[src/sv/i2c_bit_level_master_assert.svh]
// Assertion macros used by the phase sequencer of the bit-level I2C master RTL.
`ifndef I2C_BIT_LEVEL_MASTER_ASSERT_SVH
`define I2C_BIT_LEVEL_MASTER_ASSERT_SVH

`ifndef ASSERT_OFF
// Immediate implication checked on every clock edge outside reset.
`define I2CBM_ASSERT_NOW(lbl, cond, cons) \
    lbl: assert property (@(posedge i_clk) disable iff (!i_rst_n) (cond) |-> (cons)) \
        else $error("i2c master check failed");
// Implication whose consequence is checked on the clock edge after the condition.
`define I2CBM_ASSERT_NEXT(lbl, cond, cons) \
    lbl: assert property (@(posedge i_clk) disable iff (!i_rst_n) (cond) |=> (cons)) \
        else $error("i2c master check failed");
`else
`define I2CBM_ASSERT_NOW(lbl, cond, cons)
`define I2CBM_ASSERT_NEXT(lbl, cond, cons)
`endif

`endif

[src/sv/i2cbm_pkg.sv]
// Types, codes and constants of the bit-level I2C master.
package i2cbm_pkg;

    localparam int TIMEOUT_COUNTER_WIDTH_DEF = 16;
    localparam logic [15:0] ACK_TIMEOUT_RESET = 16'd100;

    // Command codes.
    localparam logic [2:0] OP_START = 3'd0;
    localparam logic [2:0] OP_STOP  = 3'd1;
    localparam logic [2:0] OP_WRITE = 3'd2;
    localparam logic [2:0] OP_READ  = 3'd3;
    localparam logic [2:0] OP_WAIT  = 3'd4;

    // Sequence phases.
    localparam logic [4:0] PH_IDLE         = 5'd31;
    localparam logic [4:0] PH_STEP0        = 5'd0;
    localparam logic [4:0] PH_STEP1        = 5'd1;
    localparam logic [4:0] PH_STEP2        = 5'd2;
    localparam logic [4:0] PH_STEP3        = 5'd3;
    localparam logic [4:0] PH_RD_LAST_BIT  = 5'd24;
    localparam logic [4:0] PH_RD_ACK       = 5'd25;
    localparam logic [4:0] PH_RD_ACK_HI    = 5'd26;
    localparam logic [4:0] PH_RD_ACK_LO    = 5'd27;
    localparam logic [4:0] PH_WA_RELEASE   = 5'd0;
    localparam logic [4:0] PH_WA_SCL_HI    = 5'd1;
    localparam logic [4:0] PH_WA_POLL      = 5'd2;
    localparam logic [4:0] PH_WA_ACKED     = 5'd3;
    localparam logic [4:0] PH_WA_STOP_SDA  = 5'd4;
    localparam logic [4:0] PH_WA_STOP_SCL  = 5'd5;

    // Sub-steps of one data bit.
    localparam logic [1:0] SUB_DATA = 2'd0;
    localparam logic [1:0] SUB_HIGH = 2'd1;
    localparam logic [1:0] SUB_LOW  = 2'd2;

    localparam logic [2:0] LAST_BIT = 3'd7;

    typedef struct packed {
        logic       cmd_valid;
        logic [2:0] operation;
        logic [7:0] write_data;
        logic       send_ack;
        logic       sda_in;
    } t_item;

    typedef struct packed {
        logic       scl_out;
        logic       sda_out;
        logic       ready_res;
        logic       done_res;
        logic [7:0] read_data;
        logic       ack_ok;
        logic       timed_out;
    } t_result;

endpackage

[src/sv/i2cbm_in_stage.sv]
// Input register of the bit-level I2C master with its flow control.
module i2cbm_in_stage
    import i2cbm_pkg::*;
(
    input  logic  i_clk,
    input  logic  i_rst_n,
    input  logic  i_in_valid,
    input  t_item i_item,
    input  logic  i_out_room,
    output logic  o_in_stall,
    output logic  o_step,
    output t_item o_item
);

    logic  r_valid;
    t_item r_item;

    // The held item is processed whenever the result register has room.
    assign o_step     = r_valid & i_out_room;
    assign o_in_stall = r_valid & ~i_out_room;
    assign o_item     = r_item;

    always_ff @(posedge i_clk) begin
        if (!i_rst_n) begin
            r_valid <= 1'b0;
        end else if (!o_in_stall) begin
            r_valid <= i_in_valid;
        end
    end

    always_ff @(posedge i_clk) begin
        if (i_in_valid && !o_in_stall) begin
            r_item <= i_item;
        end
    end

endmodule

[src/sv/i2cbm_phase_fsm.sv]
// Phase sequencer of the bit-level I2C master: bus state and command progress.
`include "i2c_bit_level_master_assert.svh"

module i2cbm_phase_fsm
    import i2cbm_pkg::*;
#(
    parameter int TIMEOUT_COUNTER_WIDTH = TIMEOUT_COUNTER_WIDTH_DEF
)
(
    input  logic        i_clk,
    input  logic        i_rst_n,
    input  logic        i_cfg_wr_en,
    input  logic [15:0] i_cfg_wr_data,
    input  logic        i_step,
    input  t_item       i_item,
    output t_result     o_result
);

    localparam int CW = (TIMEOUT_COUNTER_WIDTH > 16) ? TIMEOUT_COUNTER_WIDTH : 16;
    localparam logic [TIMEOUT_COUNTER_WIDTH-1:0] CNT_MAX = {TIMEOUT_COUNTER_WIDTH{1'b1}};

    logic [4:0]                       r_phase, n_phase;
    logic [2:0]                       r_cmd, n_cmd;
    logic [1:0]                       r_sub, n_sub;
    logic [2:0]                       r_bit, n_bit;
    logic [7:0]                       r_shift, n_shift;
    logic                             r_ack_choice, n_ack_choice;
    logic [TIMEOUT_COUNTER_WIDTH-1:0] r_wait_cnt, n_wait_cnt;
    logic                             r_scl, n_scl;
    logic                             r_sda, n_sda;
    logic [7:0]                       r_last_read, n_last_read;
    logic [15:0]                      r_timeout;

    logic                             w_active;
    logic [2:0]                       w_cmd;
    logic [4:0]                       w_ph;
    logic [4:0]                       w_next;
    logic [1:0]                       w_sub;
    logic [2:0]                       w_bit;
    logic                             w_fin;
    logic                             w_ack;
    logic                             w_tout;
    logic [TIMEOUT_COUNTER_WIDTH-1:0] w_cnt_inc;

    assign w_cnt_inc = (r_wait_cnt != CNT_MAX) ? r_wait_cnt + 1'b1 : r_wait_cnt;

    always_comb begin
        n_phase      = r_phase;
        n_cmd        = r_cmd;
        n_sub        = r_sub;
        n_bit        = r_bit;
        n_shift      = r_shift;
        n_ack_choice = r_ack_choice;
        n_wait_cnt   = r_wait_cnt;
        n_scl        = r_scl;
        n_sda        = r_sda;
        n_last_read  = r_last_read;
        w_active     = 1'b0;
        w_cmd        = r_cmd;
        w_ph         = r_phase;
        w_sub        = r_sub;
        w_bit        = r_bit;
        w_fin        = 1'b0;
        w_ack        = 1'b0;
        w_tout       = 1'b0;

        if (i_step) begin
            if (r_phase == PH_IDLE) begin
                // A new command takes its first bus action on the accepting phase.
                if (i_item.cmd_valid && (i_item.operation <= OP_WAIT)) begin
                    w_active = 1'b1;
                    w_cmd    = i_item.operation;
                    n_cmd    = i_item.operation;
                    w_ph     = PH_STEP0;
                    w_sub    = SUB_DATA;
                    w_bit    = 3'd0;
                    if (i_item.operation == OP_WRITE) begin
                        n_shift = i_item.write_data;
                    end
                    if (i_item.operation == OP_READ) begin
                        n_ack_choice = i_item.send_ack;
                    end
                end
            end else begin
                w_active = 1'b1;
            end
        end

        w_next = w_ph + 5'd1;

        if (w_active) begin
            case (w_cmd)
                OP_START: begin
                    if (w_ph == PH_STEP0) begin
                        n_sda = 1'b1;
                    end else if (w_ph == PH_STEP1) begin
                        n_scl = 1'b1;
                    end else if (w_ph == PH_STEP2) begin
                        n_sda = 1'b0;
                    end else begin
                        n_scl = 1'b0;
                        w_fin = 1'b1;
                    end
                end
                OP_STOP: begin
                    if (w_ph == PH_STEP0) begin
                        n_sda = 1'b0;
                    end else if (w_ph == PH_STEP1) begin
                        n_scl = 1'b1;
                    end else begin
                        n_sda = 1'b1;
                        w_fin = 1'b1;
                    end
                end
                OP_WRITE: begin
                    case (w_sub)
                        SUB_DATA: n_sda = n_shift[LAST_BIT - w_bit];
                        SUB_HIGH: n_scl = 1'b1;
                        default: begin
                            n_scl = 1'b0;
                            w_fin = (w_bit == LAST_BIT);
                        end
                    endcase
                    n_sub = (w_sub == SUB_LOW) ? SUB_DATA : w_sub + 2'd1;
                    n_bit = (w_sub == SUB_LOW) ? w_bit + 3'd1 : w_bit;
                end
                OP_READ: begin
                    if (w_ph == PH_STEP0) begin
                        n_sda   = 1'b1;
                        n_shift = 8'h00;
                    end else if (w_ph <= PH_RD_LAST_BIT) begin
                        case (w_sub)
                            SUB_DATA: n_scl = 1'b1;
                            SUB_HIGH: n_shift = {r_shift[6:0], i_item.sda_in};
                            default:  n_scl = 1'b0;
                        endcase
                        n_sub = (w_sub == SUB_LOW) ? SUB_DATA : w_sub + 2'd1;
                        n_bit = (w_sub == SUB_LOW) ? w_bit + 3'd1 : w_bit;
                    end else if (w_ph == PH_RD_ACK) begin
                        n_sda = ~r_ack_choice;
                    end else if (w_ph == PH_RD_ACK_HI) begin
                        n_scl = 1'b1;
                    end else if (w_ph == PH_RD_ACK_LO) begin
                        n_scl = 1'b0;
                    end else begin
                        n_sda       = 1'b1;
                        n_last_read = r_shift;
                        w_fin       = 1'b1;
                    end
                end
                default: begin
                    if (w_ph == PH_WA_RELEASE) begin
                        n_sda      = 1'b1;
                        n_wait_cnt = '0;
                    end else if (w_ph == PH_WA_SCL_HI) begin
                        n_scl = 1'b1;
                    end else if (w_ph == PH_WA_POLL) begin
                        if (!i_item.sda_in) begin
                            w_next = PH_WA_ACKED;
                        end else begin
                            n_wait_cnt = w_cnt_inc;
                            if ((CW'(w_cnt_inc) > CW'(r_timeout)) || (w_cnt_inc == CNT_MAX)) begin
                                w_next = PH_WA_STOP_SDA;
                            end else begin
                                w_next = PH_WA_POLL;
                            end
                        end
                    end else if (w_ph == PH_WA_ACKED) begin
                        n_scl = 1'b0;
                        w_fin = 1'b1;
                        w_ack = 1'b1;
                    end else if (w_ph == PH_WA_STOP_SDA) begin
                        n_sda = 1'b0;
                    end else if (w_ph == PH_WA_STOP_SCL) begin
                        n_scl = 1'b1;
                    end else begin
                        n_sda  = 1'b1;
                        w_fin  = 1'b1;
                        w_tout = 1'b1;
                    end
                end
            endcase
            n_phase = w_fin ? PH_IDLE : w_next;
        end
    end

    always_ff @(posedge i_clk) begin
        if (!i_rst_n) begin
            r_phase      <= PH_IDLE;
            r_cmd        <= OP_START;
            r_sub        <= SUB_DATA;
            r_bit        <= 3'd0;
            r_shift      <= 8'h00;
            r_ack_choice <= 1'b0;
            r_wait_cnt   <= '0;
            r_scl        <= 1'b1;
            r_sda        <= 1'b1;
            r_last_read  <= 8'h00;
        end else if (i_step) begin
            r_phase      <= n_phase;
            r_cmd        <= n_cmd;
            r_sub        <= n_sub;
            r_bit        <= n_bit;
            r_shift      <= n_shift;
            r_ack_choice <= n_ack_choice;
            r_wait_cnt   <= n_wait_cnt;
            r_scl        <= n_scl;
            r_sda        <= n_sda;
            r_last_read  <= n_last_read;
        end
    end

    always_ff @(posedge i_clk) begin
        if (!i_rst_n) begin
            r_timeout <= ACK_TIMEOUT_RESET;
        end else if (i_cfg_wr_en) begin
            r_timeout <= i_cfg_wr_data;
        end
    end

    assign o_result.scl_out   = n_scl;
    assign o_result.sda_out   = n_sda;
    assign o_result.ready_res = (n_phase == PH_IDLE);
    assign o_result.done_res  = w_fin;
    assign o_result.read_data = n_last_read;
    assign o_result.ack_ok    = w_ack;
    assign o_result.timed_out = w_tout;

    // A finishing phase always leaves the sequencer idle.
    `I2CBM_ASSERT_NOW(a_done_means_idle, i_step && w_fin, n_phase == PH_IDLE)
    // A wait ack ends either acknowledged or timed out, never both.
    `I2CBM_ASSERT_NOW(a_ack_xor_tout, i_step, !(w_ack && w_tout))
    // Without a processed item the sequence does not move.
    `I2CBM_ASSERT_NEXT(a_hold_on_stall, !i_step, $stable(r_phase) && $stable(r_scl))
    // A start sequence never runs past its fourth phase.
    `I2CBM_ASSERT_NOW(a_start_bounded, (r_phase != PH_IDLE) && (r_cmd == OP_START),
        r_phase <= PH_STEP3)

endmodule

[src/sv/i2cbm_out_stage.sv]
// Result register of the bit-level I2C master.
module i2cbm_out_stage
    import i2cbm_pkg::*;
(
    input  logic    i_clk,
    input  logic    i_rst_n,
    input  logic    i_load,
    input  t_result i_result,
    input  logic    i_out_stall,
    output logic    o_room,
    output logic    o_out_valid,
    output t_result o_result
);

    logic    r_valid;
    t_result r_result;

    // Room exists when the register is empty or its result leaves this edge.
    assign o_room      = ~r_valid | ~i_out_stall;
    assign o_out_valid = r_valid;
    assign o_result    = r_result;

    always_ff @(posedge i_clk) begin
        if (!i_rst_n) begin
            r_valid <= 1'b0;
        end else if (i_load) begin
            r_valid <= 1'b1;
        end else if (!i_out_stall) begin
            r_valid <= 1'b0;
        end
    end

    always_ff @(posedge i_clk) begin
        if (i_load) begin
            r_result <= i_result;
        end
    end

endmodule

[src/sv/i2c_bit_level_master.sv]
// Top level of the bit-level I2C master: input register, phase sequencer, result register.
//
// Every input transaction is one bus phase tick. It carries the sampled SDA level and,
// when cmd_valid is set while the master is idle, a command: start, stop, write byte,
// read byte with ack or nack, or wait for ack. Commands given while busy are ignored.
// Each tick yields exactly one output transaction with the SCL and SDA levels to drive,
// the idle flag, the done pulse, the last read byte and the wait-ack outcome.
//
// Input acceptance reaches the output transaction through the input register, then the
// phase logic, which feeds the result register. Throughput is one transaction per cycle
// while the receiver does not stall, as the phase state updates on every processed item.
//
// The configuration register ack_timeout_phases is written through i_cfg_wr_en and
// i_cfg_wr_data at any clock edge with the enable high; write it only while idle.
//
// Synchronous active-low reset releases both lines high, leaves the sequencer idle,
// clears the last read byte and restores the timeout to its reset value of 100.
// When the receiver stalls, the result register holds and the input side stalls once
// its register is occupied, so no transaction is lost or repeated.
module i2c_bit_level_master
    import i2cbm_pkg::*;
#(
    parameter int TIMEOUT_COUNTER_WIDTH = TIMEOUT_COUNTER_WIDTH_DEF
)
(
    input  logic        i_clk,
    input  logic        i_rst_n,
    input  logic        i_cfg_wr_en,
    input  logic [15:0] i_cfg_wr_data,
    input  logic        i_in_valid,
    output logic        o_in_stall,
    input  logic        i_cmd_valid,
    input  logic [2:0]  i_operation,
    input  logic [7:0]  i_write_data,
    input  logic        i_send_ack,
    input  logic        i_sda_in,
    output logic        o_out_valid,
    input  logic        i_out_stall,
    output logic        o_scl_out,
    output logic        o_sda_out,
    output logic        o_ready_res,
    output logic        o_done_res,
    output logic [7:0]  o_read_data,
    output logic        o_ack_ok,
    output logic        o_timed_out
);

    t_item   w_in_item;
    t_item   w_held_item;
    t_result w_next_result;
    t_result w_out_result;
    logic    w_step;
    logic    w_out_room;

    assign w_in_item.cmd_valid  = i_cmd_valid;
    assign w_in_item.operation  = i_operation;
    assign w_in_item.write_data = i_write_data;
    assign w_in_item.send_ack   = i_send_ack;
    assign w_in_item.sda_in     = i_sda_in;

    i2cbm_in_stage u_in_stage (
        .i_clk      (i_clk),
        .i_rst_n    (i_rst_n),
        .i_in_valid (i_in_valid),
        .i_item     (w_in_item),
        .i_out_room (w_out_room),
        .o_in_stall (o_in_stall),
        .o_step     (w_step),
        .o_item     (w_held_item)
    );

    i2cbm_phase_fsm #(
        .TIMEOUT_COUNTER_WIDTH (TIMEOUT_COUNTER_WIDTH)
    ) u_phase_fsm (
        .i_clk         (i_clk),
        .i_rst_n       (i_rst_n),
        .i_cfg_wr_en   (i_cfg_wr_en),
        .i_cfg_wr_data (i_cfg_wr_data),
        .i_step        (w_step),
        .i_item        (w_held_item),
        .o_result      (w_next_result)
    );

    i2cbm_out_stage u_out_stage (
        .i_clk       (i_clk),
        .i_rst_n     (i_rst_n),
        .i_load      (w_step),
        .i_result    (w_next_result),
        .i_out_stall (i_out_stall),
        .o_room      (w_out_room),
        .o_out_valid (o_out_valid),
        .o_result    (w_out_result)
    );

    assign o_scl_out   = w_out_result.scl_out;
    assign o_sda_out   = w_out_result.sda_out;
    assign o_ready_res = w_out_result.ready_res;
    assign o_done_res  = w_out_result.done_res;
    assign o_read_data = w_out_result.read_data;
    assign o_ack_ok    = w_out_result.ack_ok;
    assign o_timed_out = w_out_result.timed_out;

endmodule
[config.mk]
export PLATFORM = sky130hd
export DESIGN_NAME = i2c_bit_level_master
export DESIGN_NICKNAME = d
export VERILOG_FILES = /design/src/sv/i2cbm_pkg.sv /design/src/sv/i2cbm_in_stage.sv /design/src/sv/i2cbm_phase_fsm.sv /design/src/sv/i2cbm_out_stage.sv /design/src/sv/i2c_bit_level_master.sv
export VERILOG_INCLUDE_DIRS = /design/src /design/src/sv
export SDC_FILE = /design/constraint.sdc
export NUM_CORES = 1
export LEC_CHECK = 0
export BUFFER_PORTS_ARGS = -buffer_cell sky130_fd_sc_hd__buf_2
export CORE_ASPECT_RATIO = 0.7
export CORE_MARGIN = 8
export CORE_UTILIZATION = 35
export DETAILED_ROUTE_END_ITERATION = 10
export PLACE_DENSITY = 0.64
export SYNTH_ARGS = -nofsm -noshare
export SYNTH_HDL_FRONTEND = slang
export SYNTH_SLANG_ARGS = --single-unit
[constraint.sdc]
create_clock -name i_clk -period 4.4 [get_ports i_clk]
set_input_delay 0 -clock i_clk [delete_from_list [all_inputs] [get_ports i_clk]]
set_output_delay 0 -clock i_clk [all_outputs]
set_load 0.1 [all_outputs]
Word-level counts from Yosys, hierarchy flattened
Cells that the tools add are included.
{"block": "word_totals", "output_inout_bits": 16, "in_bits": 35, "wordCells": 199, "ff_bits": 94}
{"block": "op_classes", "reduce_logical": 17, "magnitude_cmp": 4, "n_bitwise": 9, "add_sub_neg": 5, "eq_ne": 24, "muxes": 115}
{"op": "2-to-1 mux 8 bit", "n": 16}
{"op": "2-to-1 mux 16 bit", "n": 5}
{"op": "2-to-1 mux 1 bit", "n": 60}
{"op": "2-to-1 mux 5 bit", "n": 10}
{"op": "2-to-1 mux 3 bit", "n": 10}
{"op": "equality test 5 bit (second input constant)", "n": 5}
{"op": "adder 16 x 1 -> 16 bit (second input constant)", "n": 1}
{"op": "equality test 16 bit (second input constant)", "n": 1}
{"op": "> comparator 16 bit", "n": 1}
{"op": "inequality test 16 bit (second input constant)", "n": 1}
{"op": "equality test 3 x 2 -> 1 bit (second input constant)", "n": 4}
{"op": "2-to-1 mux 2 bit", "n": 6}
{"op": "one-hot mux 1 bit (4 select lines)", "n": 3}
{"op": "equality test 5 x 2 -> 1 bit (second input constant)", "n": 2}
{"op": "equality test 5 x 3 -> 1 bit (second input constant)", "n": 2}
{"op": "OR reduction 9 bit", "n": 1}
{"op": "OR reduction 8 bit", "n": 1}
{"op": "inequality test 2 x 1 -> 1 bit (second input constant)", "n": 3}
{"op": "inverter 1 bit", "n": 6}
{"op": "one-hot mux 3 bit (2 select lines)", "n": 1}
{"op": "AND reduction 6 bit", "n": 1}
{"op": "nonzero test 2 bit", "n": 3}
{"op": "adder 5 x 1 -> 5 bit (second input constant)", "n": 1}
{"op": "equality test 5 x 1 -> 1 bit (second input constant)", "n": 1}
{"op": "other kinds (26)", "n": 29}

Depth between registers and ports, before layout
Gate-level depths: netlist of run 1.
{"block": "depth", "ltp_word": 17, "ltp_mapped": 20, "depth_no_buf": 16}

Modules after synthesis
From an unflattened synthesis of run 1, not the netlist that was laid out.
{"block": "hier_totals", "hier_cells": 626, "hier_area_um2": 5524.0}
{"module": "i2cbm_phase_fsm", "instances": 1, "seq_area_each_um2": 1281.2, "area_each_um2": 4594.4, "cells_each": 589}
{"module": "i2cbm_in_stage", "instances": 1, "seq_area_each_um2": 440.4, "area_each_um2": 474.2, "cells_each": 19}
{"module": "i2cbm_out_stage", "instances": 1, "seq_area_each_um2": 440.4, "area_each_um2": 455.4, "cells_each": 18}

Least setup slack after synthesis of run 1
Ideal clock, no wire load.
{"block": "synth_timing", "path_kind": "register to register", "start": "register u_out_stage.r_valid (netlist: u_out_stage.o_out_valid)", "end": "register u_out_stage.r_result, in the netlist u_out_stage.o_result[11] (data pin)", "t_arrival_ns": 4.069, "setup_time_ns": 0.272, "required_ns": 4.128, "path_stages_with_launch": 20, "setup_slack_ns": 0.059, "synth_period_minus_slack_ns": 4.341, "path_buffers": 4, "cell_sequence": "dfxtp_1 > nand2_1 > nand2_1 > inv_2 > buf_6 > and3_4 > nand2_2 > buf_2 > buf_2 > and2_1 > inv_1 > ha_1 > clkbuf_1 > nor2_1 > nand3_1 > o21ai_1 > o211ai_1 > a41o_1 > a221oi_1 > nor4_2"}
{"element": "from (decl)", "line": "i2cbm_out_stage.sv:15", "rtl": "logic r_valid;"}
{"element": "from (signal assigned)", "line": "i2cbm_out_stage.sv:25", "rtl": "r_valid <= 1'b0;"}
{"element": "from (signal assigned)", "line": "i2cbm_out_stage.sv:27", "rtl": "r_valid <= 1'b1;"}
{"element": "from (signal assigned)", "line": "i2cbm_out_stage.sv:29", "rtl": "r_valid <= 1'b0;"}
{"element": "to (signal assigned)", "line": "i2cbm_out_stage.sv:35", "rtl": "r_result <= i_result;"}
{"element": "to (decl)", "line": "i2cbm_out_stage.sv:16", "rtl": "t_result r_result;"}

==> flow_summary.ini, run 1 <==
[run_status]
status = complete, no violations

[synth]
synth_largest_area_cell = dfxtp_1
synthesis.area_per_instance_um2 = 9.06
synthCells = 623
synth_top_area_share_pct = 23.4
yosys_warnings = 0
synth_flop_cell = dfxtp_1
synth_seq_cells = 94
synth_edf_count = 28
syn-num-nets = 681
synth_cell_type_count = 74
synth_area_mm2 = 0.00564
synth_top_cells_by_area = dfxtp_1 (23%), edfxtp_1 (15%), mux2i_1 (5.3%), ha_1 (5.1%), nand2_1 (4.2%)
synthArstFlopShare_pct = 0
ys_seq_area_share_pct = 38.3

[route]
firstDrtPassIters = 4
ant_nets = 0
drc_errors = 0
drt_iter0_drc = 400
wire_per_inst_um = 15.6
drt_wl_total_mm = 14.1
viasPerCell = 5.35
vias = 4833

[sta]
drv_slew = 0
skew_ps = 5.74
finalSetupTns_ps = 0
maxSlewHeadroom_pct = 38.3
worst_slew_pin_slew_ps = 910
fmax_mhz = 244
finalCritPeriodShare_pct = 93.3
rsz0062_at_grt = no
finalSetupViolations = 0
hold_viol_final = 0
fin_hold_ws_ps = 109
fin_crit_ps = 4110

[global_route]
antenna_found_initial = 0
use_met2_pct = 19.3
grt_max_degree = 33
grt_pass1_vias = 4490
use_met1_pct = 20.5
grt.met3_usage_pct = 3.98
grt_first_pass_wirelength_mm = 23.4
top_usage_layer = met1
overflow = 0
grt_usage_pct = 13.9

[cts]
cts_buffer_depth = 2
cts_tree = built
clock_sinks = 94
numCtsBuffers = 9
htree_levels = 3
path_clk_slew_ps = 70
clock_latency_ps = 350
cts_root_buffer = clkbuf_16

[job]
cap_viol_max_count = 0

[power]
peakVddDrop_mv = 0.171
leakagePower_nw = 2.57
p_per_area_mw_per_mm2 = 288

[critical_path]
path_max_fanout = 8
criticalPathCategory = flop to flop
end_kind = flop
worstPathRequired_ps = 4490
worstPathArrival_ps = 4200
start_kind = flop

[floorplan]
die_area_mm2 = 0.0205
start_util_pct = 35.2
io_pins = 51
die_y_um = 122
core_mm2 = 0.0161
die_w_um = 168
rows = 39

[layout]
n_antenna_cell = 0
fillers = 1578
drive_gt1_share_pct = 16.7
final_common_cell = dfxtp_1
post-route-util_pct = 41.6
nets = 752
syn2layout_area_growth_pct = 18.3
final_cell_mix = dfxtp_1 (66), nand2_1 (63), buf_2 (50)
multi_input_area_mm2 = 0.00319
regArea_mm2 = 0.00216

[placed_design]
portBuffers = 50
gp_congestion = 0.902
hpwl_mm = 10.1

[worst_hold_path]
min-delay-path-class = input port to flop
final timing paths:
path | cells after the start | start | slack (ps) | endpoint
worst max-delay path | 15 | u_phase_fsm.r_wait_cnt[0] | 290 | u_out_stage.o_result[11]
worst min-delay path | 2 | i_rst_n | 110 | u_phase_fsm.r_sda
worst max register to register | 15 | u_phase_fsm.r_wait_cnt[0] | 290 | u_out_stage.o_result[11]
worst min register to register | 2 | u_phase_fsm.r_timeout[6] | 500 | u_phase_fsm.r_timeout[6]
flip-flops by register name, summed over array words and instances (netlist names), 3 cells and up:
signal and cells:
u_phase_fsm.r_shift 8, u_phase_fsm.r_cmd 3, u_phase_fsm.r_phase 5, u_out_stage.o_result 14
u_phase_fsm.r_last_read 8, u_phase_fsm.r_timeout 16, u_phase_fsm.r_bit 3, u_phase_fsm.r_wait_cnt 16
u_in_stage.o_item 14
power breakdown:
part,switching [mW],internal [mW],leakage [nW]
Clock,0.352,0.387,0.127
Combinational,0.156,0.0911,1.64
Sequential,0.0182,0.919,0.803
metal layers:
metal  wire (um)  part of all wire (%)
met1        7360                    52
met2        5520                    39
met3        1080                   7.6
met4         176                   1.2
met5           0                     0
cells by family after synthesis:
family                   after synthesis  share of synthesized area [%]
multiplexers                          42                           8.29
buffers and inverters                 68                           5.34
XOR/XNOR                              12                           1.86
flip-flops                            94                           38.3
adder cells (fa/ha/maj)               23                           5.10
AO/OA/AOI/OAI                        149                           17.2
AND/OR/NAND/NOR                      235                           23.9
layout make-up:
type / instances / share of cell area (%)
well taps: 205 / 3.84
flip-flops and latches: 94 / 32.4
clock inverters: 6 / 0.675
inverters: 33 / 1.85
multi-input cells: 461 / 47.8
clock buffers: 10 / 3.43
repair buffers: 95 / 10.0
synth_stat cells, types with 16 or more instances:
| cell | number |
|---|---|
| dfxtp_1 | 66 |
| nand2_1 | 63 |
| nor2b_1 | 36 |
| a21oi_1 | 34 |
| o21ai_0 | 33 |
| inv_1 | 32 |
| mux2i_1 | 30 |
| edfxtp_1 | 28 |
| nor2_1 | 24 |
| ha_1 | 23 |
| and2_1 | 19 |
| nand3_1 | 17 |
| clkbuf_1 | 16 |
worst max-delay path: stages, from the launching register on:
cell and delay, ps:
dfxtp_1 440, ha_2 290, nand4_2 260, or4_4 680, nand3_1 210, nor4_1 90, xnor2_1 270, ha_1 300
a21oi_1 150, o21a_1 130, o22ai_1 70, o21ai_0 170, o211ai_1 120, a41o_1 270, a221oi_2 310, nor4_2 90
repair_timing:
| item | 4_1_cts | 5_1_grt |
|---|---|---|
| hold endpoints to repair | 32 | 0 |
| gates resized for setup | 0 | 3 |
| hold buffers | 32 | 0 |
| setup buffers | 0 | 1 |
| endpoints found under the setup margin | 0 | 2 |
per-stage QoR:
stage                     power (mW)  cells  area, um^2  setup slack, ps
after floorplan                 1.12    623        5640             59.2
after global placement          1.18    855        6060              298
after detailed placement        1.18    855        6060              129
after CTS                       1.94    903        6660             98.5
after global routing            2.00    904        6680             42.9
final                           1.92    904        6680              294
Power figures use the tool's default switching activity.
==> run 2, diff against run 1 <==
--- a/config.mk
+++ b/config.mk
@@ -11,4 +11,5 @@
 export CORE_MARGIN = 8
 export CORE_UTILIZATION = 35
+export CTS_BUF_LIST = sky130_fd_sc_hd__clkbuf_2 sky130_fd_sc_hd__clkbuf_4 sky130_fd_sc_hd__clkbuf_8
 export DETAILED_ROUTE_END_ITERATION = 10
 export PLACE_DENSITY = 0.64
==> constraint.sdc (replaced) <==
create_clock -name i_clk -period 4.4 [get_ports i_clk]
set_input_delay 0 -clock i_clk [delete_from_list [all_inputs] [get_ports i_clk]]
set_output_delay 0 -clock i_clk [all_outputs]
set_load 0.01 [all_outputs]
==> flow_summary.ini, run 2 (synthesis results as in run 1) <==
[layout]
n_antenna_cell = 0
nets = 752
largestRegisters = u_phase_fsm.r_timeout: 16 flops, u_phase_fsm.r_wait_cnt: 16 flops
stdcell_area_mm2 = 0.00658
syn2layout_area_growth_pct = 16.6
fillers = 1588
drive_gt1_share_pct = 16.9
final_cell_mix = dfxtp_1 (66), nand2_1 (63), buf_2 (50)
final_common_cell = dfxtp_1

[placed_design]
gp_congestion = 0.902
hpwl_mm = 10.1
portBuffers = 50
place_area_mm2 = 0.00606

[critical_path]
path_max_fanout = 8
r2r_cells = 15
rrSetupSlack_ps = 290
worstPathRequired_ps = 4540
start_kind = flop
worstPathArrival_ps = 4250
rr_startpoint = u_phase_fsm.r_wait_cnt[0]
end_kind = flop
r2r_end = u_out_stage.o_result[11]
criticalPathCategory = flop to flop

[cts]
cts_tree = built
clock_latency_ps = 380
path_clk_slew_ps = 100
clock_sinks = 94
htree_levels = 3
cts_buffer_depth = 2
numCtsBuffers = 9
cts_root_buffer = clkbuf_8

[global_route]
grt_pass1_vias = 4480
grt_usage_pct = 13.9
overflow = 0
grt_first_pass_wirelength_mm = 23.2
antenna_found_initial = 0
grt_max_degree = 33

[sta]
maxSlewHeadroom_pct = 36.7
finalSetupTns_ps = 0
skew_ps = 7.29
drv_slew = 0
fin_crit_ps = 4110
fin_hold_ws_ps = 69.9
fmax_mhz = 243
worst_slew_pin_slew_ps = 935
finalSetupViolations = 0
hold_viol_final = 0
rsz0062_at_grt = no
finalCritPeriodShare_pct = 93.5

[route]
drt_wl_total_mm = 14.1
viasPerCell = 5.33
drt_iter0_drc = 392
vias = 4820
ant_nets = 0
wire_per_inst_um = 15.6
drc_errors = 0
firstDrtPassIters = 5

[floorplan]
die_w_um = 168
io_pins = 51
rows = 39
die_area_mm2 = 0.0205
start_util_pct = 35.2
die_y_um = 122
core_mm2 = 0.0161

[worst_hold_path]
min_path_cells = 2
min_to = u_phase_fsm.r_sda
min-delay-path-class = input port to flop
min_from = i_rst_n

[power]
leakagePower_nw = 2.53
p_per_area_mw_per_mm2 = 257
p_total_mw = 1.69
peakVddDrop_mv = 0.134

[run_status]
status = complete, no violations

[job]
cap_viol_max_count = 0
[run 2: what timing repair did]
item / 4_1_cts / 5_1_grt
setup buffers: 0 / 1
gates resized for setup: 0 / 3
hold buffers: 32 / 0
endpoints found under the setup margin: 0 / 2
hold endpoints to repair: 32 / 0
[run 2: routing by layer]
layer / vias up / share of wire (%) / GRT usage, %
met5: - / 0 / 0
met3: 17 / 7.3 / 4.02
li1: 2394 / - / -
met4: 0 / 1.5 / 4.56
met1: 2218 / 52 / 20.4
met2: 191 / 39 / 19.1
[run 2: critical path: stages, from the launching register on]
cell,delay (ps)
dfxtp_1,440
ha_2,290
nand4_2,260
or4_4,680
nand3_1,210
nor4_1,90
xnor2_1,280
ha_1,300
a21oi_1,150
o21a_1,130
o22ai_1,70
o21ai_0,170
o211ai_1,120
a41o_1,270
a221oi_2,310
nor4_2,90
[run 2: report_power, final]
group | switching [mW] | internal (mW)
logic | 0.117 | 0.0911
registers | 0.0181 | 0.919
clock network | 0.329 | 0.215
[run 2: per-stage QoR]
| stage | cells | worst slack (ps) | utilization (%) |
|---|---|---|---|
| floorplan | 623 | 698 | - |
| global placement | 855 | 298 | 37.8 |
| detailed placement | 855 | 129 | 37.8 |
| CTS | 903 | 119 | 40.9 |
| global route | 904 | 51.7 | 41.0 |
| finish | 904 | 285 | 41.0 |
[run 2: worst max path at each step]
stage | startpoint | endpoint | slack (ps) | cells after the start
global placement | u_phase_fsm.r_wait_cnt[0] | u_out_stage.o_result[11] | 300 | 15
finish | u_phase_fsm.r_wait_cnt[0] | u_out_stage.o_result[11] | 290 | 15
detailed placement | u_phase_fsm.r_wait_cnt[0] | u_out_stage.o_result[11] | 130 | 15
global route | u_phase_fsm.r_wait_cnt[0] | u_out_stage.o_result[11] | 50 | 15
floorplan | u_phase_fsm.r_wait_cnt[0] | u_out_stage.o_result[11] | 700 | 16
CTS | u_phase_fsm.r_wait_cnt[0] | u_out_stage.o_result[11] | 120 | 15
[run 2: final cells by class]
cell class	instances	area, um^2	share of cell area, %
clock inverters	6	45.0	0.685
inverters	33	124	1.88
well taps	205	256	3.90
flip-flops and latches	94	2160	32.9
repair buffers	95	668	10.2
multi-input cells	461	3190	48.5
clock buffers	10	131	2.00
==> run 3, diff against run 2 <==
- ABC_AREA: not set -> 1
- PLACE_DENSITY: 0.64 -> not set
- PLACE_DENSITY_LB_ADDON: not set -> 0.2
==> flow_summary.ini, run 3 <==
[cts]
cts_root_buffer = clkbuf_8
clock_sinks = 94
path_clk_slew_ps = 110
cts_tree = built
htree_levels = 3
clock_latency_ps = 390
numCtsBuffers = 9
cts_buffer_depth = 2
cts_resized = 0

[critical_path]
worstPathArrival_ps = 3600
start_kind = flop
end_kind = flop
crit_top_cell = nor2_1
path_max_fanout = 19
crit_slowest_cell = dfxtp_1
worstPathRequired_ps = 4560
rrSetupSlack_ps = 950
criticalPathCategory = flop to flop
path_cells = nand3_2 -> nor2_4 -> nand3_2 -> buf_4 -> nand2_1 -> ha_1 -> inv_1 -> or2_2 -> nand4_1 -> inv_1 -> nand2_1 -> nor2_1 -> nor2_1 -> nand3_1 -> nor2_1 -> nor2_1 -> nand3_1 -> nor2_1
critPathMaxStageDelay_ps = 480

[synth]
synthCells = 757
synth_edf_count = 28
synth_flop_cell = dfxtp_1
synth_largest_area_cell = dfxtp_1
syn-num-nets = 815
ys_seq_area_share_pct = 39.2
yosysMostFrequentCell = nand2_1
synth_top_area_share_pct = 24.0
synth_cell_type_count = 40
synth_seq_cells = 94
synth_top_cells_by_area = dfxtp_1 (24%), edfxtp_1 (15%), nand2_1 (12%), inv_1 (6.8%), a21oi_1 (5.7%)
synthesis.area_per_instance_um2 = 7.28
yosys_warnings = 0
synth_common_cells = nand2_1 (183), inv_1 (100), nor2_1 (74)
synth_area_mm2 = 0.00551
synthArstFlopShare_pct = 0

[floorplan]
die_area_mm2 = 0.0201
rows = 38
die_w_um = 166
start_util_pct = 35.7
core_mm2 = 0.0155
io_pins = 51
die_y_um = 121

[layout]
largestRegisters = u_phase_fsm.r_timeout: 16 flops, u_phase_fsm.r_wait_cnt: 16 flops
post-route-util_pct = 42.0
final_cell_mix = nand2_1 (183), inv_1 (100), nor2_1 (74)
n_antenna_cell = 0
drive_gt1_share_pct = 13.0
syn2layout_area_growth_pct = 17.9
nets = 897
final_common_cell = nand2_1

[power]
switchingPower_mw = 0.556
leakagePower_nw = 2.98
sw_frac_of_total_pct = 29.8
p_seq_share_pct = 51.0
p_per_area_mw_per_mm2 = 287
comb_power_share_pct = 16.7
p_int_mw = 1.31
p_clk_share_pct = 32.3
p_total_mw = 1.86
peakVddDrop_mv = 0.204

[route]
drt_iter0_drc = 553
firstDrtPassIters = 5
wire_per_inst_um = 14.4
vias = 5128
drt_wl_total_mm = 15.1
drc_errors = 0
viasPerCell = 4.91
ant_nets = 0

[run_status]
status = complete, no violations

[placed_design]
hpwl_mm = 11.0
pre_cts_ws_ps = 1010
gp_congestion = 0.868
portBuffers = 50

[sta]
finalSetupViolations = 0
worst_slew_pin_slew_ps = 682
rsz0062_at_grt = no
fin_hold_ws_ps = 29.5
drv_slew = 0
postLayoutSetupSlackWorst_ps = 952
finalSetupTns_ps = 0
skew_ps = 17.4
maxSlewHeadroom_pct = 54.1
hold_viol_final = 0
fin_crit_ps = 3450
fmax_mhz = 290
finalCritPeriodShare_pct = 78.4

[global_route]
grt_usage_pct = 15.4
grt_pass1_vias = 4539
antenna_found_initial = 0
grt_first_pass_wirelength_mm = 24.9
overflow = 0
grt_max_degree = 41

[job]
cap_viol_max_count = 0

[worst_hold_path]
min-delay-path-class = input port to flop
run 3: changes by cell type after synthesis, sizes merged, moves of 11 or more:
cell   delta
nor2b    -36
mux2i    -30
and2     -19
a21oi    +30
inv      +72
mux2     -11
nor2     +57
nand3    +45
nor4     -12
o21ai    +12
nor3     -14
nand2   +124
run 3: power by group through the flow:
stage | sequential [mW] | combinational [mW] | clock (mW)
final | 0.950 | 0.311 | 0.602
after global routing | 0.955 | 0.352 | 0.657
after floorplan | 0.966 | 0.201 | 0
after global placement | 0.970 | 0.282 | 0
after CTS | 0.950 | 0.307 | 0.625
after detailed placement | 0.970 | 0.279 | 0
run 3: final timing paths:
path / endpoint / depth (start not counted) / startpoint
min reg2reg: u_phase_fsm.r_shift[7] / 2 / u_phase_fsm.r_shift[7]
min: u_phase_fsm.r_phase[4] / 2 / i_rst_n
max: u_out_stage.o_result[11] / 18 / u_phase_fsm.r_phase[3]
max reg2reg: u_out_stage.o_result[11] / 18 / u_phase_fsm.r_phase[3]
run 3: critical path: cells and delay by family (launching register included):
kind	cells	cell delay [ps]
flops	1	480
buf+inv	3	480
fa+ha+maj	1	260
simple gates	14	1980
run 3: layer usage:
metal	vias to the layer above	GRT usage, %	wire length [um]
met5	-	0	0
met4	0	4.24	154
met3	10	3.57	1230
met2	180	19.2	5230
met1	2273	24.8	8450
li1	2665	-	-
run 3: area by class of cell:
cell class	instances	area, um^2
tap	200	250
clock inverter	7	71.3
clock buffer	9	124
timing repair buffer	92	663
inverter	105	397
sequential	94	2160
multi-input combinational	537	2830
fill	1543	8950
run 3: cells by family (layout without fill, tap and decap cells):
logic type | after synthesis | after routing | share of synthesized area [%]
and+or+nand+nor | 360 | 360 | 29.0
AOI/OAI and AO/OA | 146 | 146 | 15.9
buffers and inverters | 126 | 213 | 9.38
DFF | 94 | 94 | 39.2
adders and majority gates | 23 | 23 | 5.22
xor gates and xnor gates | 7 | 7 | 1.11
muxes | 1 | 1 | 0.182
run 3: metrics by stage:
step,cells,area [um^2]
floorplan,757,5510
global placement,989,5910
detailed placement,989,5910
CTS,1044,6500
global route,1044,6500
finish,1044,6500
run 3: timing repair:
action	4_1_cts	5_1_grt
buffers inserted	0	0
hold buffers	39	0
endpoints found under the hold margin	32	0
